**src/hw/rtl/uvsa_pkg.sv**
```systemverilog
package uvsa_pkg;

	// Default sizing
	localparam int ENTRIES_DEF   = 32;
	localparam int FRAC_BITS_DEF = 16;

	// Field widths
	localparam int VAL_W   = 24;
	localparam int OP_W    = 3;
	localparam int SLOT_W  = 5;
	localparam int MODE_W  = 2;
	localparam int TIME_W  = 16;
	localparam int COUNT_W = 6;

	// Operation codes
	localparam logic [OP_W-1:0] OP_TICK   = 3'd0;
	localparam logic [OP_W-1:0] OP_SPEED  = 3'd1;
	localparam logic [OP_W-1:0] OP_OFFSET = 3'd2;
	localparam logic [OP_W-1:0] OP_ACTIVE = 3'd3;
	localparam logic [OP_W-1:0] OP_MODE   = 3'd4;
	localparam logic [OP_W-1:0] OP_READ   = 3'd5;

	// Axis modes
	localparam logic [MODE_W-1:0] MODE_WRAP   = 2'd0;
	localparam logic [MODE_W-1:0] MODE_CLAMP  = 2'd1;
	localparam logic [MODE_W-1:0] MODE_MIRROR = 2'd2;
	localparam logic [MODE_W-1:0] MODE_FROZEN = 2'd3;

	// Register indexes
	localparam logic CFG_PAUSED = 1'b0;
	localparam logic CFG_COUNT  = 1'b1;

	// One table entry as stored in the RAM; mode holds V in [3:2], U in [1:0]
	typedef struct packed {
		logic signed [VAL_W-1:0] u_off;
		logic signed [VAL_W-1:0] v_off;
		logic signed [VAL_W-1:0] u_spd;
		logic signed [VAL_W-1:0] v_spd;
		logic [2*MODE_W-1:0]     mode;
		logic                    active;
	} entry_t;

	typedef enum logic [2:0] {
		ST_CLEAR,
		ST_IDLE,
		ST_OP,
		ST_TICK,
		ST_DRAIN
	} state_t;

endpackage

```
**src/hw/rtl/uvsa_axis.sv**
```systemverilog
module uvsa_axis #(
	parameter int FRAC_BITS = uvsa_pkg::FRAC_BITS_DEF
) (
	input  logic [uvsa_pkg::MODE_W-1:0]       mode,
	input  logic signed [uvsa_pkg::VAL_W-1:0] offset,
	input  logic signed [uvsa_pkg::VAL_W-1:0] speed,
	input  logic signed [uvsa_pkg::VAL_W+uvsa_pkg::TIME_W:0] prod,
	output logic signed [uvsa_pkg::VAL_W-1:0] new_offset,
	output logic signed [uvsa_pkg::VAL_W-1:0] new_speed,
	output logic                              stop
);

	localparam int W  = uvsa_pkg::VAL_W;
	localparam int PW = uvsa_pkg::VAL_W + uvsa_pkg::TIME_W + 1;
	localparam logic signed [W-1:0] ONE_V       = W'(1 << FRAC_BITS);
	localparam logic signed [W-1:0] NEAR_ONE_V  = W'(((1 << FRAC_BITS) * 999 + 500) / 1000);
	localparam logic signed [W-1:0] NEAR_ZERO_V = W'(((1 << FRAC_BITS) + 500) / 1000);
	localparam logic signed [W-1:0] MAX_V       = {1'b0, {(W-1){1'b1}}};
	localparam logic signed [W-1:0] MIN_V       = {1'b1, {(W-1){1'b0}}};

	logic signed [PW-uvsa_pkg::TIME_W-1:0] step;
	logic signed [W+1:0]                   sum;
	logic signed [W-1:0]                   o;
	logic signed [W-1:0]                   neg_s;
	logic                                  s_pos;
	logic                                  s_neg;
	logic                                  o_ge_one;
	logic                                  o_le_zero;

	// floor(speed * time / 2^16): arithmetic drop of the low time bits
	assign step = prod[PW-1:uvsa_pkg::TIME_W];
	assign sum  = {{2{offset[W-1]}}, offset} + {step[PW-uvsa_pkg::TIME_W-1], step};

	// Saturate to the signed 24-bit range
	always_comb begin
		if (!sum[W+1] && (sum[W:W-1] != 2'b00)) begin
			o = MAX_V;
		end else if (sum[W+1] && (sum[W:W-1] != 2'b11)) begin
			o = MIN_V;
		end else begin
			o = sum[W-1:0];
		end
	end

	assign s_pos     = !speed[W-1] && (speed != '0);
	assign s_neg     = speed[W-1];
	assign o_ge_one  = (o >= ONE_V);
	assign o_le_zero = o[W-1] || (o == '0);
	// Negating the most negative speed saturates
	assign neg_s     = (speed == MIN_V) ? MAX_V : -speed;

	// Edge handling per mode
	always_comb begin
		new_offset = o;
		new_speed  = speed;
		stop       = 1'b0;
		case (mode)
			uvsa_pkg::MODE_WRAP: begin
				if (s_pos && o_ge_one) begin
					new_offset = o - ONE_V;
				end
				if (s_neg && o_le_zero) begin
					new_offset = o + ONE_V;
				end
			end
			uvsa_pkg::MODE_MIRROR: begin
				if (o_ge_one) begin
					new_offset = NEAR_ONE_V;
					new_speed  = neg_s;
				end else if (o_le_zero) begin
					new_offset = NEAR_ZERO_V;
					new_speed  = neg_s;
				end
			end
			uvsa_pkg::MODE_CLAMP: begin
				if (s_pos && o_ge_one) begin
					new_offset = ONE_V;
					stop       = 1'b1;
				end
				if (s_neg && o_le_zero) begin
					new_offset = '0;
					stop       = 1'b1;
				end
			end
			default: begin
				// frozen axis keeps everything
				new_offset = offset;
			end
		endcase
	end

endmodule

```
**config.mk**
```make
export PLATFORM = sky130hd
export DESIGN_NAME = uvsa_axis
export DESIGN_NICKNAME = d
export VERILOG_FILES = /design/src/hw/rtl/uvsa_pkg.sv /design/src/hw/rtl/uvsa_axis.sv
export SDC_FILE = /design/constraint.sdc
export NUM_CORES = 1
export LEC_CHECK = 0
export ABC_AREA = 1
export BUFFER_PORTS_ARGS = -buffer_cell sky130_fd_sc_hd__buf_4
export CORE_MARGIN = 1
export CORE_UTILIZATION = 55
export DETAILED_ROUTE_END_ITERATION = 6
export PLACE_DENSITY = 0.91
export REMOVE_ABC_BUFFERS = 1
export SLEW_MARGIN = 40
export SYNTH_ARGS = -nofsm -noshare
export SYNTH_HDL_FRONTEND = slang
export SYNTH_SLANG_ARGS = --single-unit
export TNS_END_PERCENT = 100
```
**constraint.sdc**
```tcl
create_clock -name vclk -period 7.5
set_input_delay 1.5 -clock vclk [all_inputs]
set_output_delay 1.5 -clock vclk [all_outputs]
set_load 0.01 [all_outputs]
```
# Word-level counts from Yosys, hierarchy flattened
# Index checks and enable logic that the tools add are counted.
# W data, S select, Z words.
# word_totals
word_cells	37
rom_bits	0
inputBits	91
ram_bits	0
reg_bits	0
memories	0
latch_bits	0
output_inout_bits	49
# classes
n_reduce_logical	12
n_mul	0
n_div	0
shifts	0
add_sub_neg	4
bitwise_logic	0
magnitude_cmp	1
muxes	16
eq_ne	4
# op_table
cell	count
$mux W24	12
$pmux W24 S3	1
$add A24 B25 Y26	1
$add A24 B18 Y24 const B	1
$eq A24 B24 Y1 const B	1
$ge A24 B18 Y1 const B	1
$logic_not A24 Y1	1
$neg A24 Y24	1
$reduce_bool A24 Y1	1
$sub A24 B18 Y24 const B	1
$logic_and A1 B1 Y1	5
$mux W1	3
$eq A2 B1 Y1 const B	1
$eq A2 B2 Y1 const B	1
$logic_not A1 Y1	2
$logic_not A2 Y1	1
$ne A2 B2 Y1 const B	1
$reduce_bool A2 Y1	1
$logic_or A1 B1 Y1	1

# Logic depth before layout (Yosys ltp)
# depth
ltp_word	10
mapped_depth	31
ltp_nobuf	28

# Worst setup path before layout
# OpenSTA, ideal clock, no wires.
# synth_timing
kind	in2out
from	input offset[0] (netlist name)
to	output new_offset[16] (netlist name)
arrival_time_ns	4.878
path_stages	28
n_path_buf	2
setup_slack_ns	1.122
required_time_ns	6.000
path_cell_list	ha_1 inv_1 fa_1 inv_1 nand2_1 nand2_1 nand3_1 nand2_2 nand2_1 nand3_1 nand2_1 nand2_1 nand2_1 nand2_4 buf_1 nand2_1 inv_1 ha_1 nand2_1 o21ai_2 nand2_4 nand2_4 buf_2 ha_1 inv_1 nand2_1 nand3_1 nand4_1
# synth_via
elab_chain_len	10
elab_cells_between_ends	22
classes_between	add/sub (3); order compare (1); eq/ne (1); mux (9); reduce/logical (8)
# synth_lines
element	line	source
start: declaration	uvsa_axis.sv:5	input logic signed [uvsa_pkg::VAL_W-1:0] offset,
$add A24 B25 Y26 (*)	uvsa_axis.sv:32	assign sum = {{2{offset[W-1]}}, offset} + {step[PW-uvsa_pkg::TIME_W-1], step};
$ne A2 B2 Y1	uvsa_axis.sv:38	end else if (sum[W+1] && (sum[W:W-1] != 2'b11)) begin
$logic_and A1 B1 Y1	uvsa_axis.sv:38	
$mux W24	uvsa_axis.sv:38	
$mux W24 (*)	uvsa_axis.sv:36	if (!sum[W+1] && (sum[W:W-1] != 2'b00)) begin
$ge A24 B18 Y1 or $logic_not A24 Y1 (tied branches)	uvsa_axis.sv:47, uvsa_axis.sv:48	
$logic_and A1 B1 Y1 or $logic_or A1 B1 Y1 (tied branches)	uvsa_axis.sv:59, uvsa_axis.sv:76, uvsa_axis.sv:48	
$mux W24, or another cell as far along	uvsa_axis.sv:76	if (s_pos && o_ge_one) begin
$mux W24, on equally long branches	uvsa_axis.sv:80, uvsa_axis.sv:62, uvsa_axis.sv:67	
$pmux W24 S3 (*)	uvsa_axis.sv:57	case (mode)
end: declaration	uvsa_axis.sv:8	output logic signed [uvsa_pkg::VAL_W-1:0] new_offset,
# Every way passes the cells marked *; elsewhere a longest branch is shown, timed or not.

# Worst setup path after layout
# Ends and elaborated chain as after synthesis.

==> impl_results.md <==
- Status: finished, final reports clean
- P_leak: 2.97 nW
- Crit path max-delay family: simple AND/OR/NAND/NOR gates
- Final period utilization: 0.945
- Final setup vio count: 0
- Cell taking the most area after synthesis: nand2_1
- Clock buf count: 0
- Hold Fails Final Rpt: 0
- CP Max Fanout: 25
- Diodes inserted: 0
- Core area: 0.00741 mm2
- Critical path buffers and inverters: 6
- CTS Hold Bufs: 0
- Met2 WL: 6.53 mm
- Pins over their slew limit: 0
- P&R area growth vs syn: 22.5%
- Seq_cells: 0
- Largest net degree at the start of global routing: 28
- Max_cap viols: 0
- Sequential element share of the synthesized area: 0
- Clock power share: 0
- Worst slew margin: 0.493
- CP max-delay cell: fa_1
- Reg power frac: 0
- Vias: 5,808
- Die W: 90.3 um
- Rows: 31
- Synthesized area: 0.00429 mm2
- Total iterations of the first detailed-routing run: 6
- Dpl hpwl: 11.3 mm
- Total global routing overflow: 0
- Count of warnings emitted by yosys: 0
- Type of origin of the critical path: input port
- Sw Ratio: 0.625
- P_sw: 0.000388 W
- Setup TNS: 0 ns
- Arrival time at the worst endpoint: 5.59 ns
- Peak VDD IR: 0.0474 mV
- F_max: 141 MHz
- WL/cell: 13.1 um
- Global-route wire length before repair: 22.8 mm
- CP max stage delay: 0.36 ns
- I/O Buffers: 124
- Final Power: 0.000621 W
- Final nets: 1,075
- Boundary pin count: 140
- Drt drc: 0
- All-Layer GR Usage: 0.325
- Kind of critical path: input port to output port
- GP Congestion: 0.984
- Combinational share of power: 1.000
- Fillcell total: 712
- Crit path required time: 6.00 ns
- DRT antenna net count: 0
- Crit path depth: 29
- Crit path time final: 7.09 ns
- Hold Path Class: input port to output port
- CP most frequent cell: nand2_1
- Post-Route M1 WL: 6.01 mm
- Post-synth top cells: nand2_1, inv_1, nand3_1
- Die area: 0.00816 mm2
- Post-synthesis cell type count: 41
- Setup Fix Bufs, Post-CTS: 0
- Cell Pwr Density: 118 mW/mm2
- Slew @ Worst Pin: 0.760 ns
- Top cell type's share of synthesized area: 0.269
- Initial antenna violation count: 0
- Starting DRT DRC Count: 550
- Hold WS: 3.32 ns
- Post-synthesis cell count: 844
- Layout cell share with drive strength beyond 1: 0.198
- Average cell area after synthesis: 5.09 um2
- Sequential cell area: 0 um2
- Most repeated cell in the gate-level netlist after synthesis: nand2_1
- Top sig layer: met4
- Synth area leaders: nand2_1, inv_1, ha_1
- Internal power: 0.000233 W
- Vias in the first global route: 5,109
- WL met3: 1.05 mm
- Drt total wl: 13.7 mm
- Via density: 5.54
- RSZ-0062 raised after global routing: false
- Initial core utilization: 0.579
- Hold-critical path depth: 4
- Setup crit end kind: output port
- Die Y: 90.3 um
## cells by family after synthesis
family / Yosys count / synth area share
adders and majority gates: 32 / 0.0950
buffers and inverters: 140 / 0.134
and+or+nand+nor: 560 / 0.607
AOI/OAI and AO/OA: 85 / 0.108
xor gates and xnor gates: 27 / 0.0551
## layout make-up
class | instances | area (um2) | area share
Multi-Input combinational cell | 704 | 3720 | 0.708
Tap cell | 99 | 124 | 0.0235
Timing Repair Buffer | 130 | 976 | 0.186
Inverter | 116 | 435 | 0.0828
## final timing paths
| path | from | endpoint | slack, ns |
|---|---|---|---|
| max | offset[0] | new_offset[16] | 0.41 |
| min | offset[0] | new_offset[0] | 3.32 |
## per-layer routing
layer,vias up,GRT usage
met5,-,0
met4,0,0.0282
met3,15,0.0126
met2,259,0.599
met1,2589,0.432
li1,2945,-
## per-stage QoR
stage	setup slack, ns	std cells	cell area [um2]	utilization
after floorplan	1.16	820	4150	-
after CTS	0.426	1049	5250	0.709
after detailed placement	0.432	1049	5250	0.709
after global placement	0.511	1049	5250	0.709
after global routing	0.0147	1049	5260	0.710
final	0.411	1049	5260	0.710
## timing repair
item | CTS | global route
hold endpoints to repair | 0 | 0
setup endpoints to repair | 0 | 1
resized for setup | 0 | 1
## layout by cell type, fill, tap and decap left out, types with 5 or more instances in the layout
master | Yosys | final
a21oi_1 | 29 | 29
a31oi_1 | 5 | 5
buf_4 | 3 | 130
ha_1 | 31 | 31
inv_1 | 109 | 109
inv_2 | 7 | 7
nand2_1 | 308 | 308
nand2_2 | 12 | 12
nand2_4 | 7 | 6
nand3_1 | 70 | 70
nand3_2 | 12 | 12
nand3b_1 | 9 | 9
nand4_1 | 43 | 43
nor2_1 | 67 | 67
nor2_2 | 7 | 7
nor3_1 | 11 | 11
o21ai_0 | 32 | 32
o21ai_1 | 9 | 9
xnor2_1 | 8 | 8
xor2_1 | 19 | 19
## power by group through the flow
stage	Clock [W]	Sequential, W	Combinational (W)
2_1_floorplan	0	0	0.000410
3_3_place_gp	0	0	0.000598
3_5_place_dp	0	0	0.000607
4_1_cts	0	0	0.000609
5_1_grt	0	0	0.000687
6_report	0	0	0.000621
## worst min-delay path, cell delays in order
cell and delay, ns:
buf_4 0.09, nand2_1 0.04, nand2_1 0.06, buf_4 0.12
(Power assumes the default switching activity.)
