$ cat src/hw/rtl/uvsa_ram.sv
module uvsa_ram #(
	parameter int WIDTH = 8,
	parameter int DEPTH = 32
) (
	input  logic                                    clk,
	input  logic                                    we,
	input  logic [(DEPTH > 1 ? $clog2(DEPTH) : 1)-1:0] waddr,
	input  logic [WIDTH-1:0]                        wdata,
	input  logic [(DEPTH > 1 ? $clog2(DEPTH) : 1)-1:0] raddr,
	output logic [WIDTH-1:0]                        rdata
);

	logic [WIDTH-1:0] mem [DEPTH];

	// One write port, registered read port
	always_ff @(posedge clk) begin
		if (we) begin
			mem[waddr] <= wdata;
		end
		rdata <= mem[raddr];
	end

endmodule

$ cat config.mk
export PLATFORM = sky130hd
export DESIGN_NAME = uvsa_ram
export DESIGN_NICKNAME = d
export VERILOG_FILES = /design/src/hw/rtl/uvsa_ram.sv
export SDC_FILE = /design/constraint.sdc
export NUM_CORES = 1
export LEC_CHECK = 0
export BUFFER_PORTS_ARGS = -buffer_cell sky130_fd_sc_hd__buf_2
export CORE_MARGIN = 2
export CORE_UTILIZATION = 45
export CTS_CLUSTER_DIAMETER = 30
export DETAILED_ROUTE_END_ITERATION = 12
export MAX_ROUTING_LAYER = met4
export PLACE_DENSITY_LB_ADDON = 0.2
export SLEW_MARGIN = 20
export SYNTH_ARGS = -nofsm -noshare
export SYNTH_HDL_FRONTEND = slang
export SYNTH_SLANG_ARGS = --single-unit
$ cat constraint.sdc
create_clock -name clk -period 3.5 [get_ports clk]
set_clock_uncertainty 0.05 [all_clocks]
set_input_delay 0.175 -clock clk [delete_from_list [all_inputs] [get_ports clk]]
set_output_delay 0.175 -clock clk [all_outputs]
set_load 0.005 [all_outputs]
======== Word-level counts from Yosys, hierarchy flattened ========
Memory sizes are Yosys's and may differ from the RTL's. A register that Yosys moved wholly into a read port is not among the register bits.
Cells that the tools add are included.
cells by class
  multiply operators ...................... 0
  $add $sub $neg .......................... 0
  equal/unequal tests ..................... 0
  shifts and indexed selects .............. 0
  magnitude comparators ................... 0
  div/mod/pow operators ................... 0
  reductions and logical operators ........ 0
  bitwise logic cells ..................... 0
  multiplexer cells ....................... 2
operators with widths
  cell              number
  2-to-1 mux 1 bit  2
word-level totals
  memory bits (read-only) ................. 0
  output and inout bits ................... 8
  word-level logic and storage cells ...... 3
  RAM bits ................................ 256
  latch bits .............................. 0
  bits in registers ....................... 0
  input bits .............................. 20
  memories kept ........................... 1
memories
  memory  words  width  rd ports  clocked after Yosys merged registers in  write ports  line  RTL
  mem     32     8      1         1                                        1            13    logic [WIDTH-1:0] mem [DEPTH];

======== Longest topological paths before layout ========
Gate-level depths: netlist of run 1.
  word-level depth ........................ 2
  gate-level depth with buffers ........... 5

======== Least setup slack after synthesis of run 1 ========
OpenSTA, ideal clock, no wires.
  kind .................................... input to register
  start point ............................. input raddr[2] in the netlist's numbering
  end point ............................... register rdata[0], read port of mem
  buffers on the path ..................... 2
  cell stages on the path ................. 5
  slack ................................... 1.473 ns
  arrival time ............................ 1.857 ns
  library setup time ...................... 0.121 ns
  required time ........................... 3.329 ns
  cells stage by stage .................... clkbuf_1 clkbuf_1 mux4_2 mux4_2 mux2_2
RTL lines
  element          line  RTL
  start, declared  9     input logic [(DEPTH > 1 ? $clog2(DEPTH) : 1)-1:0] raddr,
  end, declared    10    output logic [WIDTH-1:0] rdata

==> metrics, run 1 <==
hold_sp raddr[3]; TNS Setup 0 ns; minimum clock period after layout 1.88 ns; vias in the first global route 4597; Starting Density 45.9%; CP peak stage delay 0.57 ns; Die Area 23600 um^2; top cells by area, synth edfxtp_1 (76%), mux4_2 (18%), dfxtp_1 (1.6%), nor2_1 (1.2%), mux2_2 (0.90%); DRT Pass-1 Iters 5; most numerous cell in the Yosys netlist edfxtp_1; Adder-Cell Fraction of Synth Area 0%; CTS max path bufs 3; hold buffers post-CTS 0; largest family of logic cells by synthesized area multiplexers; first-pass GRT wire length 29900 um; P&R area growth vs syn 20.2%; crit end category flop; Post-synth EDFFs 256; critical-path cell list buf_4, buf_12, mux4_2, mux4_2, mux2_2; CP Class in2reg; Seq/Total Area, Yosys 78.1%; Netlist cell types 15; Fill cells 1655; synth cell count leaders edfxtp_1 (256), mux4_2 (80), nor2_1 (33), dfxtp_1 (8), mux2_2 (8); CP max FO 28; most used cell, CP mux4_2; count of final setup violators 0; detailed placement HPWL 12300 um; Compound-Gate Fraction of Synth Area 0%; initial antenna violation count 1; setup repair bufs after CTS 0; CORE AREA 21900 um^2; Yosys reg bits 264; Worst-path clk slew 0.05 ns; Placer Congestion 0.734; post-synthesis mux area share 18.8%; via count 4458; Most Crowded Layer GR met2; H-tree lvl count 2; Synth Flop Type edfxtp_1; largest net degree at the start of global routing 40; Die Y 153 um; r2r startpoint mem[12][1]; Syn Nets 437; Max Slew Vio Count 0; Final Cycle Share 53.8%; root buffer cell clkbuf_16; post-route ant nets 0; row count 54; Clock Latency Late Sink 0.53 ns; Yosys warnings 0; WL/cell 25.4 um; FF-to-FF setup slack 1.65 ns; Hold Violations, Final 0; routing usage on met1 26.2%; drt first-iter violations 454; Post-Synthesis Cells 417; Mapped Area 10100 um^2; Synth top area share 76.5%; crit start category input pin; RSZ-0062 raised after global routing no; Peak VDD IR 309 uV; Post-Synth Simple-Gate Area 2.07%; layout cells sized above 1 39.6%; Max Clk Rate 531 MHz; CTS tree done; HP Class in2reg; Static Leak 0.00387 uW; maxcap violations 0; Total Wirelength 20100 um; CTS Buf Count 44; Clock Sinks 264; GRT met2 Usage 26.3%; slowest library cell on the worst path mux4_2; cell taking the most area after synthesis edfxtp_1; io pins 28; Async SR Flop Fraction 0%; DRC 0; worst endpoint data arrival time 2.24 ns; via density per instance 5.64; post-cts repair resize count 0; Slew headroom 44.7%; port bufs 27; Net count, final 494; syn_area_per_cell 24.1 um^2; Critical path origin raddr[0]; GRT Overall Usage 18.2%; outcome finished, final reports clean; Slew @ Worst Pin 0.827 ns; Die X 153 um; WP data required 3.85 ns; XOR/XNOR Fraction of Synth Area 0%; final core utilization 55.2%; grt met3 use 4.03%; grt ovf 0; PD cells 688 nW/um^2
-- layer usage --
metal | up-vias | share of wire [%]
li1 | 1928 | -
met1 | 2330 | 44
met2 | 167 | 46
met3 | 33 | 7.2
met4 | 0 | 2.3
met5 | - | 0
-- placed cells by master, fill, tap and decap left out, drive strengths merged --
cell,n
clkbuf,49
nand3,2
clkinv,13
nand3b,5
dfxtp,8
clkinvlp,6
nand2,1
or3,1
bufinv,6
mux4,80
inv,8
edfxtp,256
mux2,8
buf,31
nor2,33
diode,1
or3b,3
-- through the flow --
step | power (uW) | cell area, um^2 | worst slack, ns | std cells | hold slack [ns]
final | 8310 | 12100 | 1.62 | 791 | 0.0696
after CTS | 8390 | 12100 | 1.57 | 790 | 0.0378
after detailed placement | 3930 | 10500 | 1.02 | 708 | 0.527
after global placement | 3920 | 10500 | 1.03 | 708 | 0.535
after global routing | 8540 | 12100 | 1.53 | 791 | 0.0568
after floorplan | 3780 | 10100 | 1.47 | 417 | 0.224
-- layout make-up --
type | count | area, um^2 | area share, %
antenna | 1 | 2.50 | 0.0207
tap | 280 | 350 | 2.90
clock buffer | 49 | 1190 | 9.87
timing repair buffer | 31 | 205 | 1.70
clock inverter | 33 | 389 | 3.22
multi-input combinational | 133 | 2100 | 17.4
sequential | 264 | 7850 | 64.9
-- final timing paths --
| path | endpoint | depth (start not counted) |
|---|---|---|
| max | rdata[0] | 5 |
| min | rdata[5] | 2 |
| max reg2reg | rdata[1] | 3 |
| min reg2reg | rdata[5] | 3 |
-- cell families (layout without fill, tap and decap cells) --
group                  Yosys count  in the layout
flip-flops                     264            264
AND/OR/NAND/NOR                 45             45
multiplexers                    88             88
buffers and inverters           20            113
other                            0              1
-- state kept, by name, summed over array words and instances, names as in the netlist --
name / count
rdata: 8
mem: 256
-- worst max-delay path, delay by kind of cell --
family	cells	cell delay, ns
buffers and inverters	2	0.64
multiplexers	3	1.38
-- report_power, final --
part	switching, uW	internal (uW)	total [uW]
clock	1510	2940	4450
combinational	182	143	325
sequential	18.5	3520	3540
No activity file was read; power rests on OpenSTA's default activity.
==> inputs of run 2 (changes only) <==
ABC_AREA = 1   (was not set)
clock period = 1.6 ns   (was 3.5 ns; I/O delays follow)
==> metrics, run 2 <==
vias in the first global route 6699 (+46%); Slew @ Worst Pin 0.704 ns (-0.123 ns); detailed placement HPWL 15100 um (+22%); grt ovf 0 (unchanged); CTS Buf Count 49 (+11%); largest net degree at the start of global routing 68 (+70%); Die Y 159 um (+3.5%); layout cells sized above 1 15.6% (-24 points); Post-Synthesis Cells 922 (+120%); Mapped Area 10800 um^2 (+7.3%); WL/cell 19.4 um (-24%); worst endpoint data arrival time 1.61 ns (-0.63 ns); DRC 0 (unchanged); Starting Density 46.0% (about the same); Largest regs mem x256, rdata x8; syn_area_per_cell 11.7 um^2 (-51%); Net count, final 1024 (+110%); crit path buf inv count 0 (-2); crit start category flop; Peak VDD IR 876 uV (+180%); crit end category flop; post-route ant nets 0 (unchanged); GRT Overall Usage 21.5% (+3.3 points); CP peak stage delay 0.37 ns (-0.20 ns); most used cell, CP nand2_1; # diodes 0 (-1); Static Leak 0.00500 uW (+29%); commonest non-fill, non-tap cell in the layout nand2_1; cell taking the most area after synthesis edfxtp_1; slowest library cell on the worst path edfxtp_1; HP Class in2reg; top cells by area, synth edfxtp_1 (71%), nand2_1 (13%), nand3_1 (9.5%), buf_6 (2.5%), dfxtp_1 (1.5%); Die Area 25200 um^2 (+7.1%); drt first-iter violations 749 (+65%); CP Class reg2reg; Synth Flop Type edfxtp_1; Syn Nets 942 (+120%); most frequent cells in the layout nand2_1 (360), edfxtp_1 (256), nand3_1 (204); Fill cells 1978 (+20%); via density per instance 5.22 (-7.3%); synth cell count leaders nand2_1 (360), edfxtp_1 (256), nand3_1 (204), nor2_1 (32), buf_6 (24); kind of cell adding the most delay to the critical path simple AND/OR/NAND/NOR gates; via count 7103 (+59%); port bufs 27 (unchanged); Final WS setup 0.349 ns (-1.27 ns); Worst-path clk slew 0.05 ns (about the same); dpl cells 1269 (+79%); Yosys warnings 0 (unchanged); Clock Sinks 264 (unchanged); DRT Pass-1 Iters 5 (unchanged); outcome finished, final reports clean; post-cts repair resize count 0 (unchanged); Largest Register mem; Placer Congestion 0.789 (+7.5%); root buffer cell clkbuf_16; Netlist cell types 12 (-3); H-tree lvl count 2 (unchanged); first-pass GRT wire length 40200 um (+34%); Max Slew Vio Count 0 (unchanged); CP max FO 1 (-96%); PD cells 1450 nW/um^2 (+110%); WP data required 1.96 ns (-1.89 ns); CTS tree done; critical-path cell list nand2_1, nand3_1, nand3_1, nand2_1, nand2_1, nand2_1, nand2_1, nand2_1; maxcap violations 0 (unchanged); count of final setup violators 0 (unchanged); Final Cycle Share 78.2%; Max Clk Rate 800 MHz; Post-synth EDFFs 256 (unchanged); Die X 159 um (+3.5%); max reg flops 256 (unchanged); Hold Violations, Final 0 (unchanged); io pins 28 (unchanged); row count 56 (+3.7%); RSZ-0062 raised after global routing no; TNS Setup 0 ns (unchanged); Synth top area share 71.3% (-5.2 points); Placed Area 11400 um^2 (+8.8%); most numerous cell in the Yosys netlist nand2_1; P&R area growth vs syn 21.7%; Final Instance Area 13100 um^2 (+8.6%); Seq/Total Area, Yosys 72.8% (-5.3 points); Total Wirelength 26400 um (+31%); minimum clock period after layout 1.25 ns; Yosys reg bits 264 (unchanged); initial antenna violation count 0 (-1); Slew headroom 53.1% (+8.4 points); Async SR Flop Fraction 0% (unchanged); CORE AREA 23500 um^2 (+7.2%); Clock Latency Late Sink 0.52 ns (about the same); pre-CTS setup slack 0.144 ns (-0.876 ns); CTS max path bufs 3 (unchanged); fin cells 1360 (+72%); Tot Pwr 19000 uW (+130%)
-- run 2: cell types whose count changed in the layout (fill, tap and decap cells not counted), sizes merged, moves of 4 or more --
cell and delta:
clkbuf +8, mux4 -80, nand2 +359, mux2 -8
nand3 +202, inv +4, nand3b -5, buf +49
-- run 2: where the power goes --
group / total (uW) / internal, uW / switching [uW]
Combinational: 944 / 280 / 664
Clock: 10300 / 6980 / 3350
Sequential: 7750 / 7700 / 43.7
Total: 19000 / 15000 / 4050
-- run 2: area by class of cell --
class	instances	area [um^2]	area share (%)
repair buffers	83	678	5.17
inverters	10	38.8	0.296
clock buffers	57	1280	9.72
flip-flops and latches	264	7850	59.8
multi-input cells	596	2490	19.0
well taps	319	399	3.04
clock inverters	31	392	2.98
-- run 2: worst register-to-register path, delay by kind of cell, from the launching register on --
kind / cells / cell delay [ns]
and+or+nand+nor: 8 / 0.72
DFF: 1 / 0.37
-- run 2: metrics by stage --
stage               hold WS, ns  util (%)
floorplan                 0.129         -
global placement          0.409      48.7
detailed placement        0.411      48.7
CTS                      0.0331      55.9
global route             0.0694      55.9
finish                   0.0497      55.9
-- run 2: logic make-up (layout without fill, tap and decap cells) --
| logic type | Yosys count | after routing | share of synthesized area, % |
|---|---|---|---|
| buffers and inverters | 62 | 181 | 4.14 |
| and+or+nand+nor | 596 | 596 | 23.1 |
| DFF | 264 | 264 | 72.8 |
-- run 2: worst paths after layout --
path,cells after the start,to,start,slack [ns]
min reg2reg,8,rdata[2],mem[8][2],0.70
max reg2reg,8,rdata[7],mem[21][7],0.35
min,5,rdata[0],raddr[3],0.05
max,8,rdata[7],mem[21][7],0.35
-- run 2: layer usage --
layer	routed length (um)	vias to the layer above	track usage, %
li1	-	3380	-
met2	11900	218	32.1
met5	0	-	-
met1	12400	3456	31.0
met3	1520	49	3.34
met4	593	0	5.88
-- run 2: timing repair --
action,in CTS,in global routing
hold endpoints to repair,49,0
setup buffers,0,0
hold buffers,3,0
==> inputs of run 3 (changes only) <==
clock period = 1.23 ns   (was 1.6 ns; I/O delays follow)
==> metrics, run 3 (same netlist as run 2, synthesis figures left out) <==
outcome finished, final reports clean; via count 7118 (+0.21%); Total Wirelength 26300 um (-0.17%); post-route ant nets 0 (unchanged); sw frac 21.1% (-0.21 points); HP Class in2reg; Worst-path clk slew 0.05 ns (about the same); DRC 0 (unchanged); Final Cycle Share 96.6% (+18 points); Comb pwr share 5.3% (+0.3 points); Max Slew Vio Count 0 (unchanged); CP max FO 1 (unchanged); Max Clk Rate 842 MHz (+5.3%); largest net degree at the start of global routing 41 (-40%); vias in the first global route 7079 (+5.7%); PD cells 1880 nW/um^2 (+30%); most frequent cells in the layout nand2_1 (355), edfxtp_1 (256), nand3_1 (194); grt ovf 0 (unchanged); maxcap violations 0 (unchanged); Starting Density 46.0% (unchanged); WP data required 1.62 ns (-0.34 ns); minimum clock period after layout 1.19 ns (-0.0626 ns); Final WS setup 0.0421 ns (-0.307 ns); Placer Congestion 0.909 (+15%); Largest regs mem x256, rdata x8; Static Leak 0.00523 uW (+4.6%); initial antenna violation count 0 (unchanged); # diodes 0 (unchanged); fin cells 1389 (+2.1%); detailed placement HPWL 15800 um (+5.0%); first-pass GRT wire length 40800 um (+1.4%); RSZ-0062 raised after global routing yes; max reg flops 256 (unchanged); CP Class reg2reg; CTS max path bufs 3 (unchanged); Flop pwr share 39.3% (-1.4 points); NetSw 5400 uW (+33%); Die X 159 um (unchanged); CTS Buf Count 49 (unchanged); Largest Register mem; setup repair bufs after CTS 0 (unchanged); worst endpoint data arrival time 1.57 ns (-0.04 ns); count of final setup violators 0 (unchanged); clock power share 55.4% (+1.1 points); CORE AREA 23500 um^2 (unchanged); Die Y 159 um (unchanged); P&R area growth vs syn 26.0%; root buffer cell clkbuf_16; commonest non-fill, non-tap cell in the layout nand2_1; via density per instance 5.12 (-1.9%); Hold Violations, Final 0 (unchanged); crit start category flop; Int Power 20200 uW (+35%); drt first-iter violations 605 (-19%); io pins 28 (unchanged); crit end category flop; Fill cells 1965 (-0.66%); Slew headroom 51.1% (-2.0 points); GRT Overall Usage 21.9% (+0.38 points); Clock Sinks 264 (unchanged); layout cells sized above 1 19.2% (+3.6 points); port bufs 27 (unchanged); row count 56 (unchanged); WL/cell 19.0 um (-2.3%); Net count, final 1049 (+2.4%); CTS tree done; dpl cells 1296 (+2.1%); pre-CTS setup slack -0.177 ns (-0.321 ns); Clock Latency Late Sink 0.55 ns (+0.03 ns); Die Area 25200 um^2 (unchanged); Slew @ Worst Pin 0.733 ns (+0.0298 ns); DRT Pass-1 Iters 5 (unchanged); Peak VDD IR 1070 uV (+22%); H-tree lvl count 2 (unchanged)
==> run 3: area by class of cell <==
class                   count  area, um^2  share of cell area, %
inverters                  10        38.8                  0.285
repair buffers            108         973                   7.16
flip-flops and latches    264        7850                   57.7
clock inverters            36         508                   3.74
well taps                 319         399                   2.94
multi-input cells         596        2550                   18.8
clock buffers              56        1270                   9.36
==> run 3: per-layer routing <==
layer	global-route usage, %	share of wire [%]	vias up
met5	-	0	-
met4	6.76	2.2	0
met3	3.32	6.3	50
met2	34.0	47	237
met1	30.0	45	3395
li1	-	-	3436
==> run 3: power groups by stage <==
| stage | registers (uW) | clock network [uW] | logic (uW) |
|---|---|---|---|
| floorplan | 10200 | 0 | 721 |
| detailed placement | 10200 | 0 | 1340 |
| global placement | 10200 | 0 | 1330 |
| finish | 10100 | 14200 | 1360 |
| global route | 10100 | 14800 | 1510 |
| CTS | 10100 | 14400 | 1350 |
==> run 3: path summary, 6_finish.rpt <==
check	slack, ns	cells after the start	end	from
worst max-delay path	0.04	8	rdata[7]	mem[17][7]
worst min-delay path	0.04	6	rdata[1]	raddr[3]
worst max register to register	0.04	8	rdata[7]	mem[17][7]
worst min register to register	0.72	8	rdata[5]	mem[6][5]
==> run 3: through the flow <==
step / power [uW] / hold WS [ns] / TNS [ns] / util, % / instance area, um^2
floorplan: 10900 / 0.110 / 0 / - / 10800
global placement: 11600 / 0.364 / -1.03 / 50.0 / 11700
detailed placement: 11600 / 0.362 / -1.19 / 50.0 / 11700
CTS: 25800 / 0.0331 / 0 / 57.6 / 13500
global route: 26400 / 0.0826 / -0.0313 / 57.9 / 13600
finish: 25600 / 0.0394 / 0 / 57.9 / 13600
==> run 3: what timing repair did <==
item / CTS / global route
gates resized for setup: 0 / 15
hold buffers: 1 / 0
hold endpoints to repair: 8 / 0
endpoints found under the setup margin: 0 / 6
==> run 3: critical path: stages, from the launching register on <==
cell and delay (ns):
edfxtp_1 0.37, nand2_1 0.08, nand3_1 0.12, nand3_2 0.11, nand2_1 0.07, nand2_1 0.06
nand2_1 0.06, nand2_2 0.09, nand2_1 0.08
